[src/hdl/fau_pkg.sv]
`default_nettype none
// ----------------------------------------------------------------------------
// fau_pkg
// shared types and operation codes for the fraction arithmetic unit
// ----------------------------------------------------------------------------
package fau_pkg;

	localparam int OpW  = 3;
	localparam int InW  = 16;
	localparam int NumW = 33;
	localparam int DenW = 32;

	localparam logic [OpW-1:0] OP_ADD = 3'd0;
	localparam logic [OpW-1:0] OP_SUB = 3'd1;
	localparam logic [OpW-1:0] OP_MUL = 3'd2;
	localparam logic [OpW-1:0] OP_DIV = 3'd3;
	localparam logic [OpW-1:0] OP_SIMP = 3'd4;

	typedef struct packed {
		logic [OpW-1:0]    operation;
		logic signed [InW-1:0] a_num;
		logic signed [InW-1:0] a_den;
		logic signed [InW-1:0] b_num;
		logic signed [InW-1:0] b_den;
	} in_word_t;

	typedef struct packed {
		logic signed [NumW-1:0] res_num;
		logic signed [DenW-1:0] res_den;
		logic                   status;
	} out_word_t;

	// classified command handed from front to back
	typedef struct packed {
		logic                  simp;
		logic                  bad_op;
		logic [OpW-1:0]        operation;
		logic signed [InW-1:0] a_num;
		logic signed [InW-1:0] a_den;
		logic signed [InW-1:0] b_num;
		logic signed [InW-1:0] b_den;
	} cmd_t;

endpackage
`default_nettype wire

[src/hdl/fau_front.sv]
`default_nettype none
// ----------------------------------------------------------------------------
// fau_front
// accepts input words, classifies them and queues them for the back end
// ----------------------------------------------------------------------------
module fau_front (
	input  wire logic             clk,
	input  wire logic             arst_n,
	input  wire logic             in_valid,
	output logic                  in_stall,
	input  wire fau_pkg::in_word_t in_data,
	output logic                  cmd_valid,
	input  wire logic             cmd_take,
	output fau_pkg::cmd_t         cmd_data
);
	import fau_pkg::*;

	localparam int Depth = 2;

	cmd_t          fifo_q [Depth];
	logic          wp_q, rp_q;
	logic [1:0]    cnt_q;
	cmd_t          c;
	logic          push, pop;

	always_comb begin
		c.operation = in_data.operation;
		c.a_num = in_data.a_num;
		c.a_den = in_data.a_den;
		c.b_num = in_data.b_num;
		c.b_den = in_data.b_den;
		c.simp = (in_data.operation == OP_SIMP);
		c.bad_op = (in_data.operation > OP_SIMP);
	end

	assign in_stall  = (cnt_q == 2'(Depth));
	assign push      = in_valid && !in_stall;
	assign cmd_valid = (cnt_q != 2'd0);
	assign pop       = cmd_valid && cmd_take;
	assign cmd_data  = fifo_q[rp_q];

	always_ff @(posedge clk) begin
		if (push) fifo_q[wp_q] <= c;
	end

	always_ff @(posedge clk or negedge arst_n) begin
		if (!arst_n) begin
			wp_q <= 1'b0;
			rp_q <= 1'b0;
			cnt_q <= 2'd0;
		end else begin
			if (push) wp_q <= ~wp_q;
			if (pop) rp_q <= ~rp_q;
			cnt_q <= cnt_q + 2'(push) - 2'(pop);
		end
	end
endmodule
`default_nettype wire

[src/hdl/fau_divider.sv]
`default_nettype none
// ----------------------------------------------------------------------------
// fau_divider
// bit-serial truncating signed divider, one quotient bit per cycle
// ----------------------------------------------------------------------------
module fau_divider #(
	parameter int W = 16
) (
	input  wire logic                clk,
	input  wire logic                arst_n,
	input  wire logic                start,
	input  wire logic signed [W-1:0] dividend,
	input  wire logic signed [W-1:0] divisor,
	output logic                     busy,
	output logic signed [W:0]        quot,
	output logic signed [W-1:0]      rem
);
	localparam int CW = $clog2(W + 1);

	logic [W-1:0]  q_q, d_q;
	logic [W:0]    r_q;
	logic [CW-1:0] cnt_q;
	logic          qneg_q, rneg_q;
	logic [W:0]    shifted, trial;

	assign shifted = {r_q[W-1:0], q_q[W-1]};
	assign trial   = shifted - {1'b0, d_q};
	assign busy    = (cnt_q != '0);
	// one extra bit so that the most negative value over minus one fits
	assign quot    = qneg_q ? (W+1)'(-{1'b0, q_q}) : {1'b0, q_q};
	assign rem     = rneg_q ? W'(-r_q[W-1:0]) : r_q[W-1:0];

	always_ff @(posedge clk or negedge arst_n) begin
		if (!arst_n) begin
			cnt_q <= '0;
		end else if (start) begin
			cnt_q <= CW'(W);
		end else if (busy) begin
			cnt_q <= cnt_q - 1'b1;
		end
	end

	always_ff @(posedge clk) begin
		if (start) begin
			q_q <= dividend[W-1] ? W'(-dividend) : dividend;
			d_q <= divisor[W-1] ? W'(-divisor) : divisor;
			r_q <= '0;
			qneg_q <= dividend[W-1] ^ divisor[W-1];
			rneg_q <= dividend[W-1];
		end else if (busy) begin
			if (!trial[W]) begin
				r_q <= trial;
				q_q <= {q_q[W-2:0], 1'b1};
			end else begin
				r_q <= shifted;
				q_q <= {q_q[W-2:0], 1'b0};
			end
		end
	end
endmodule
`default_nettype wire

[src/hdl/fau_back.sv]
`default_nettype none
// ----------------------------------------------------------------------------
// fau_back
// executes one command: bad-op error, cross products or euclidean reduction
// ----------------------------------------------------------------------------
module fau_back #(
	parameter int W = 16
) (
	input  wire logic              clk,
	input  wire logic              arst_n,
	input  wire logic              cmd_valid,
	output logic                   cmd_take,
	input  wire fau_pkg::cmd_t     cmd_data,
	output logic                   out_valid,
	input  wire logic              out_stall,
	output fau_pkg::out_word_t     out_data
);
	import fau_pkg::*;

	localparam logic [2:0] S_IDLE = 3'd0;
	localparam logic [2:0] S_P1   = 3'd1;
	localparam logic [2:0] S_P2   = 3'd2;
	localparam logic [2:0] S_GCD  = 3'd3;
	localparam logic [2:0] S_QN   = 3'd4;
	localparam logic [2:0] S_QD   = 3'd5;
	localparam logic [2:0] S_WAIT = 3'd6;

	logic [2:0]            st_q;
	cmd_t                  c_q;
	logic signed [W-1:0]   an, ad, bn, bd;
	logic signed [W-1:0]   x_q, y_q;
	logic signed [W:0]     qn_q;
	logic signed [2*W-1:0] p1_q, p2_q, m1, m2;
	logic signed [W-1:0]   ma, mb, mc, md;
	logic                  dstart, dbusy, dwait_q;
	logic signed [W-1:0]   dnd, dvs, dr;
	logic signed [W:0]     dq;
	logic signed [NumW-1:0] num;
	logic signed [DenW-1:0] den;
	logic                  bad;

	assign an = W'(c_q.a_num);
	assign ad = W'(c_q.a_den);
	assign bn = W'(c_q.b_num);
	assign bd = W'(c_q.b_den);

	// phase one: numerator products, phase two: denominator product
	always_comb begin
		ma = an; mb = bd; mc = bn; md = ad;
		if (c_q.operation == OP_MUL) begin
			mb = bn; mc = '0;
		end
		if (c_q.operation == OP_DIV) mc = '0;
		if (st_q == S_P2) begin
			ma = ad;
			mb = (c_q.operation == OP_DIV) ? bn : bd;
			mc = '0;
		end
	end
	assign m1 = ma * mb;
	assign m2 = mc * md;

	always_comb begin
		num = (c_q.operation == OP_SUB) ?
			NumW'(p1_q) - NumW'(p2_q) : NumW'(p1_q) + NumW'(p2_q);
		den = DenW'(m1);
		bad = (ad == '0) || (bd == '0) || (den == '0);
	end

	always_comb begin
		dnd = x_q; dvs = y_q;
		if (st_q == S_QN) begin
			dnd = an; dvs = x_q;
		end
		if (st_q == S_QD) begin
			dnd = ad; dvs = x_q;
		end
	end

	fau_divider #(.W(W)) u_div (
		.clk, .arst_n, .start(dstart), .dividend(dnd), .divisor(dvs),
		.busy(dbusy), .quot(dq), .rem(dr)
	);

	assign cmd_take = (st_q == S_IDLE) && cmd_valid && !out_valid;

	always_comb begin
		dstart = 1'b0;
		if (st_q == S_GCD && !dbusy && !dwait_q && y_q != '0) dstart = 1'b1;
		if (st_q == S_QN && !dbusy && !dwait_q) dstart = 1'b1;
		if (st_q == S_QD && !dbusy && !dwait_q) dstart = 1'b1;
	end

	always_ff @(posedge clk) begin
		if (cmd_take) c_q <= cmd_data;
	end

	always_ff @(posedge clk or negedge arst_n) begin
		if (!arst_n) begin
			st_q <= S_IDLE;
			out_valid <= 1'b0;
			dwait_q <= 1'b0;
		end else begin
			if (out_valid && !out_stall) out_valid <= 1'b0;
			case (st_q)
				S_IDLE: begin
					if (cmd_take) begin
						if (cmd_data.bad_op) begin
							out_data <= '{res_num: '0, res_den: '0, status: 1'b1};
							out_valid <= 1'b1;
						end else if (cmd_data.simp) begin
							x_q <= W'(cmd_data.a_num);
							y_q <= W'(cmd_data.a_den);
							dwait_q <= 1'b0;
							st_q <= S_GCD;
						end else begin
							st_q <= S_P1;
						end
					end
				end
				S_P1: begin
					p1_q <= m1; p2_q <= m2;
					st_q <= S_P2;
				end
				S_P2: begin
					out_data <= '{res_num: num, res_den: den, status: bad};
					out_valid <= 1'b1;
					st_q <= S_IDLE;
				end
				S_GCD: begin
					// one remainder step per divider pass
					if (dstart) begin
						dwait_q <= 1'b1;
					end else if (dwait_q && !dbusy) begin
						dwait_q <= 1'b0;
						x_q <= y_q;
						y_q <= dr;
					end else if (!dwait_q && y_q == '0) begin
						if (x_q == '0) begin
							out_data <= '{res_num: '0, res_den: '0, status: 1'b1};
							out_valid <= 1'b1;
							st_q <= S_IDLE;
						end else begin
							st_q <= S_QN;
						end
					end
				end
				S_QN: begin
					// numerator quotient computed first, kept in qn_q
					if (dstart) begin
						dwait_q <= 1'b1;
					end else if (dwait_q && !dbusy) begin
						dwait_q <= 1'b0;
						qn_q <= dq;
						st_q <= S_QD;
					end
				end
				S_QD: begin
					if (dstart) begin
						dwait_q <= 1'b1;
					end else if (dwait_q && !dbusy) begin
						dwait_q <= 1'b0;
						out_data <= '{res_num: NumW'(qn_q), res_den: DenW'(dq),
							status: (dq == '0)};
						out_valid <= 1'b1;
						st_q <= S_IDLE;
					end
				end
				default: st_q <= S_IDLE;
			endcase
		end
	end
endmodule
`default_nettype wire

[src/hdl/fraction_arithmetic_unit.sv]
`default_nettype none
// ----------------------------------------------------------------------------
// fraction_arithmetic_unit
// signed fraction add, subtract, multiply, divide and gcd reduction
// ----------------------------------------------------------------------------
// add, subtract, multiply and divide pass through the P1 and P2 states of the
// back end. simplify runs the euclidean loop on a shared bit-serial divider,
// one divider pass per remainder step, then two quotient divisions. a two-word
// queue decouples input from the back end; one result is held in the output
// register until taken.
module fraction_arithmetic_unit #(
	parameter int OPERAND_WIDTH = 16
) (
	input  wire logic               clk,
	input  wire logic               arst_n,
	input  wire logic               in_valid,
	output logic                    in_stall,
	input  wire fau_pkg::in_word_t  in_data,
	output logic                    out_valid,
	input  wire logic               out_stall,
	output fau_pkg::out_word_t      out_data
);
	import fau_pkg::*;

	logic cmd_valid, cmd_take;
	cmd_t cmd_data;

	fau_front u_front (
		.clk, .arst_n, .in_valid, .in_stall, .in_data,
		.cmd_valid, .cmd_take, .cmd_data
	);

	fau_back #(.W(OPERAND_WIDTH)) u_back (
		.clk, .arst_n, .cmd_valid, .cmd_take, .cmd_data,
		.out_valid, .out_stall, .out_data
	);
endmodule
`default_nettype wire

[config.mk]
export PLATFORM = sky130hd
export DESIGN_NAME = fraction_arithmetic_unit
export DESIGN_NICKNAME = d
export VERILOG_FILES = /design/src/hdl/fau_pkg.sv /design/src/hdl/fau_front.sv /design/src/hdl/fau_divider.sv /design/src/hdl/fau_back.sv /design/src/hdl/fraction_arithmetic_unit.sv
export SDC_FILE = /design/constraint.sdc
export NUM_CORES = 2
export LEC_CHECK = 0
export BUFFER_PORTS_ARGS = -buffer_cell sky130_fd_sc_hd__clkbuf_2
export CAP_MARGIN = 10
export CORE_AREA = 3 3 317 319
export DETAILED_ROUTE_END_ITERATION = 8
export DIE_AREA = 0 0 320 322
export PLACE_DENSITY = 0.68
export SKIP_CTS_REPAIR_TIMING = 1
export SYNTH_ARGS = -nofsm -noshare
export SYNTH_HDL_FRONTEND = slang
export SYNTH_SLANG_ARGS = --single-unit
export TNS_END_PERCENT = 100
[constraint.sdc]
create_clock -name clk -period 13.7 [get_ports clk]
set_input_delay 1.37 -clock clk [delete_from_list [all_inputs] [get_ports clk]]
set_output_delay 1.37 -clock clk [all_outputs]
set_load 0.05 [all_outputs]
==> results.md <==
* Status: finished, final reports clean
* Later-pin clock latency in the skew report at 670 ps
* Pin count of the biggest net entering global routing at 71
* Most frequent CP cell: fa_1
* Drt total wl at 109500 um
* Syn Std Cell Area at 40920 sq um
* Grt total ovfl at 0
* Final Cycle Share at 73.23%
* PortBufs at 138
* WP data required at 14190 ps
* Synth Register Bits at 448
* DRT Pass-1 Iters at 7
* Worst-case hold path end point: u_back.u_div.cnt_q[4]
* Via/cell ratio at 5.357
* Via count at 28460
* Yosys top cell area share at 30.67%
* Post-DP HPWL at 86200 um
* Num CTS Buffers at 51
* Met2 Use GR at 33.04%
* Cell taking the most area after synthesis: edfxtp_1
* DRC Markers at 0
* 1st-iter DRT viols at 2552
* Critical Path, Cell by Cell: nor3b_4 -> buf_4 -> mux2i_4 -> mux2i_1 -> nor2_1 -> fa_1 -> fa_1 -> fa_1 -> fa_1 -> fa_1 -> inv_1 -> fa_1 -> inv_1 -> ha_1 -> and3_1 -> nand2_1 -> or4_1 -> a31oi_1 -> a221o_1 -> a41oi_2 -> and2b_1 -> xnor2_1 -> or4_1 -> o31ai_2
* Slew headroom at 18.66%
* Fmax at 99.67 MHz
* Syn. warnings at 0
* Wire length of the first global-routing pass at 169000 um
* Largest stage delay on the critical path at 1060 ps
* Most numerous cell in the Yosys netlist: inv_1
* Syn Nets at 4701
* Register area share after synthesis at 32.31%
* Crit Path Category: flip-flop to flip-flop
* Primary FF master, synth: edfxtp_1
* Slowest cell on the critical path: mux2i_1
* Core ar. at 98130 sq um
* Arr. time, crit path at 10520 ps
* Full die area at 103000 sq um
* Global-route layer with the greatest usage: met2
* Reg2Reg Depth at 24
* Met1 usage at 29.59%
* Hold Crit Depth at 2
* EDFF count, synth at 418
* Worst-path fanout max at 59
* Area Overhead vs Synth at 9.619%
* Slew Viols, Final at 0
* IO Count at 139
* Avg WL per Cell at 20.61 um
* Setup_tns at 0 ps
* Clock sink total at 448
* Gpl congestion at 0.9699
* Least-Margin Pin Slew at 1186 ps
* Hold Crit Start: u_back.u_div.cnt_q[4]
* RSZ-0062 raised after global routing: no
* Antenna violations before repair at 6
* Endpoints failing hold at 0
* Minimum clock period at 10030 ps
* Synth unique cells at 78
* Hold WC Path Type: flip-flop to flip-flop
* Tot GR Track Use at 21.43%
* Final Net Count at 4799
* Antenna Nets Post-Route at 0
* Initial Util at 41.70%
* Capturing point of the worst reg2reg path: u_back.out_data[0]
* TritonCTS clock tree: built
* Cell area after layout at 44860 sq um
* H-tree lvl count at 2
* # rows at 115
* Root Driver: clkbuf_16
* Clock Path Buffers at 3
* Die height at 322 um
* Area contributors post-synth: edfxtp_1 31%, fa_1 26%, ha_1 6.8%
* DP Area at 43110 sq um
* Synth cell count leaders: 644 x inv_1, 526 x fa_1, 468 x nand2_1
* Number of setup violations in the final report at 0
* Vias in the first global route at 28810
* R2r setup slk at 3670 ps
* Post-synth ARST share at 3.125%
* Met3 usage at 4.279%
* Share of post-route cells with drive strength above 1 at 10.14%
* Syn Area/Cell at 10.54 sq um
* CP endpoint kind: flip-flop
* R2R Path Start: u_back.st_q[1]
* Mapped Cells at 3883
* Clk_skew at 57.82 ps
* Max-cap violation count at 0
* Worst Setup Start Kind: flip-flop
* Clock-pin slew of the registers on the worst-case setup and hold paths at 60 ps
* Horiz. Die Dim at 320 um
==> flip-flops by register name (all words and copies together), names as in the netlist, 3 cells and up <==
register            cells
u_back.u_div.r_q       16
u_back.bn              16
u_back.c_q              3
u_front.fifo_q        138
u_back.x_q             16
u_back.p2_q            32
u_back.u_div.cnt_q      5
u_back.out_data        66
u_back.st_q             3
u_back.u_div.q_q       16
u_back.ad              16
u_back.an              16
u_back.p1_q            32
u_back.u_div.d_q       16
u_back.y_q             16
u_back.qn_q            17
u_back.bd              16
==> metrics by stage <==
| stage | cells | setup WS [ps] | hold WS, ps | utilization [%] |
|---|---|---|---|---|
| floorplan | 3883 | 5020 | 460.5 | - |
| global route | 5310 | 3230 | 527.9 | 45.71 |
| global placement | 5215 | 3989 | 480.1 | 43.93 |
| finish | 5312 | 3667 | 495.6 | 45.71 |
| detailed placement | 5215 | 3840 | 490.4 | 43.93 |
| CTS | 5310 | 3795 | 506.2 | 45.71 |
==> area by class of cell <==
type | count | area [sq um]
Fill cell | 9036 | 53270
Multi-Input combinational cell | 2652 | 24830
Sequential cell | 448 | 13220
Inverter | 645 | 2421
Tap cell | 1287 | 1610
Clock buffer | 59 | 1326
Timing Repair Buffer | 183 | 1028
Clock inverter | 36 | 416.7
Antenna cell | 2 | 5.005
==> critical path, delay by kind of cell (launching register included) <==
kind                     cells  cell delay (ps)
buffers and inverters        3              730
XOR/XNOR                     1              150
multiplexers                 2             2100
flip-flops                   1              640
AND/OR/NAND/NOR              7             2000
adder cells (fa/ha/maj)      7             3290
AO/OA/AOI/OAI                4              860
==> layout by cell type, fill, tap and decap left out, drive strengths merged, types with 109 or more instances in the layout <==
cell type | synthesis | layout
a21oi | 125 | 125
edfxtp | 418 | 418
inv | 644 | 646
o21ai | 148 | 148
clkbuf | 127 | 197
ha | 221 | 221
nand2 | 468 | 468
fa | 526 | 526
nor2 | 253 | 253
xnor2 | 109 | 109
and3 | 110 | 110
==> how the worst max path moves through the flow <==
stage	depth (start not counted)	from	end
final	24	u_back.st_q[1]	u_back.out_data[0]
after global placement	24	u_back.st_q[1]	u_back.out_data[0]
after detailed placement	24	u_back.st_q[1]	u_back.out_data[0]
after floorplan	29	u_back.st_q[0]	u_back.out_data[0]
after global routing	24	u_back.st_q[1]	u_back.out_data[0]
after CTS	24	u_back.st_q[1]	u_back.out_data[0]
==> routing by layer <==
metal / vias up / part of all wire (%) / wire (um)
li1: 12920 / - / -
met1: 14130 / 42 / 46260
met2: 1183 / 44 / 47870
met3: 228 / 9.2 / 10060
met4: 0 / 4.8 / 5294
met5: - / 0 / 0
==> kinds of logic after synthesis <==
logic type / after synthesis / synth area share [%]
compound gates: 469 / 7.274
xor+xnor: 201 / 4.302
fa+ha+maj: 747 / 32.49
buf+inv: 783 / 7.210
flops: 448 / 32.31
mux: 182 / 4.752
simple gates: 1053 / 11.66
Power is left out: the tool's default activity adds up to more than one toggle a clock period on the data nets, which glitch-free logic cannot reach.
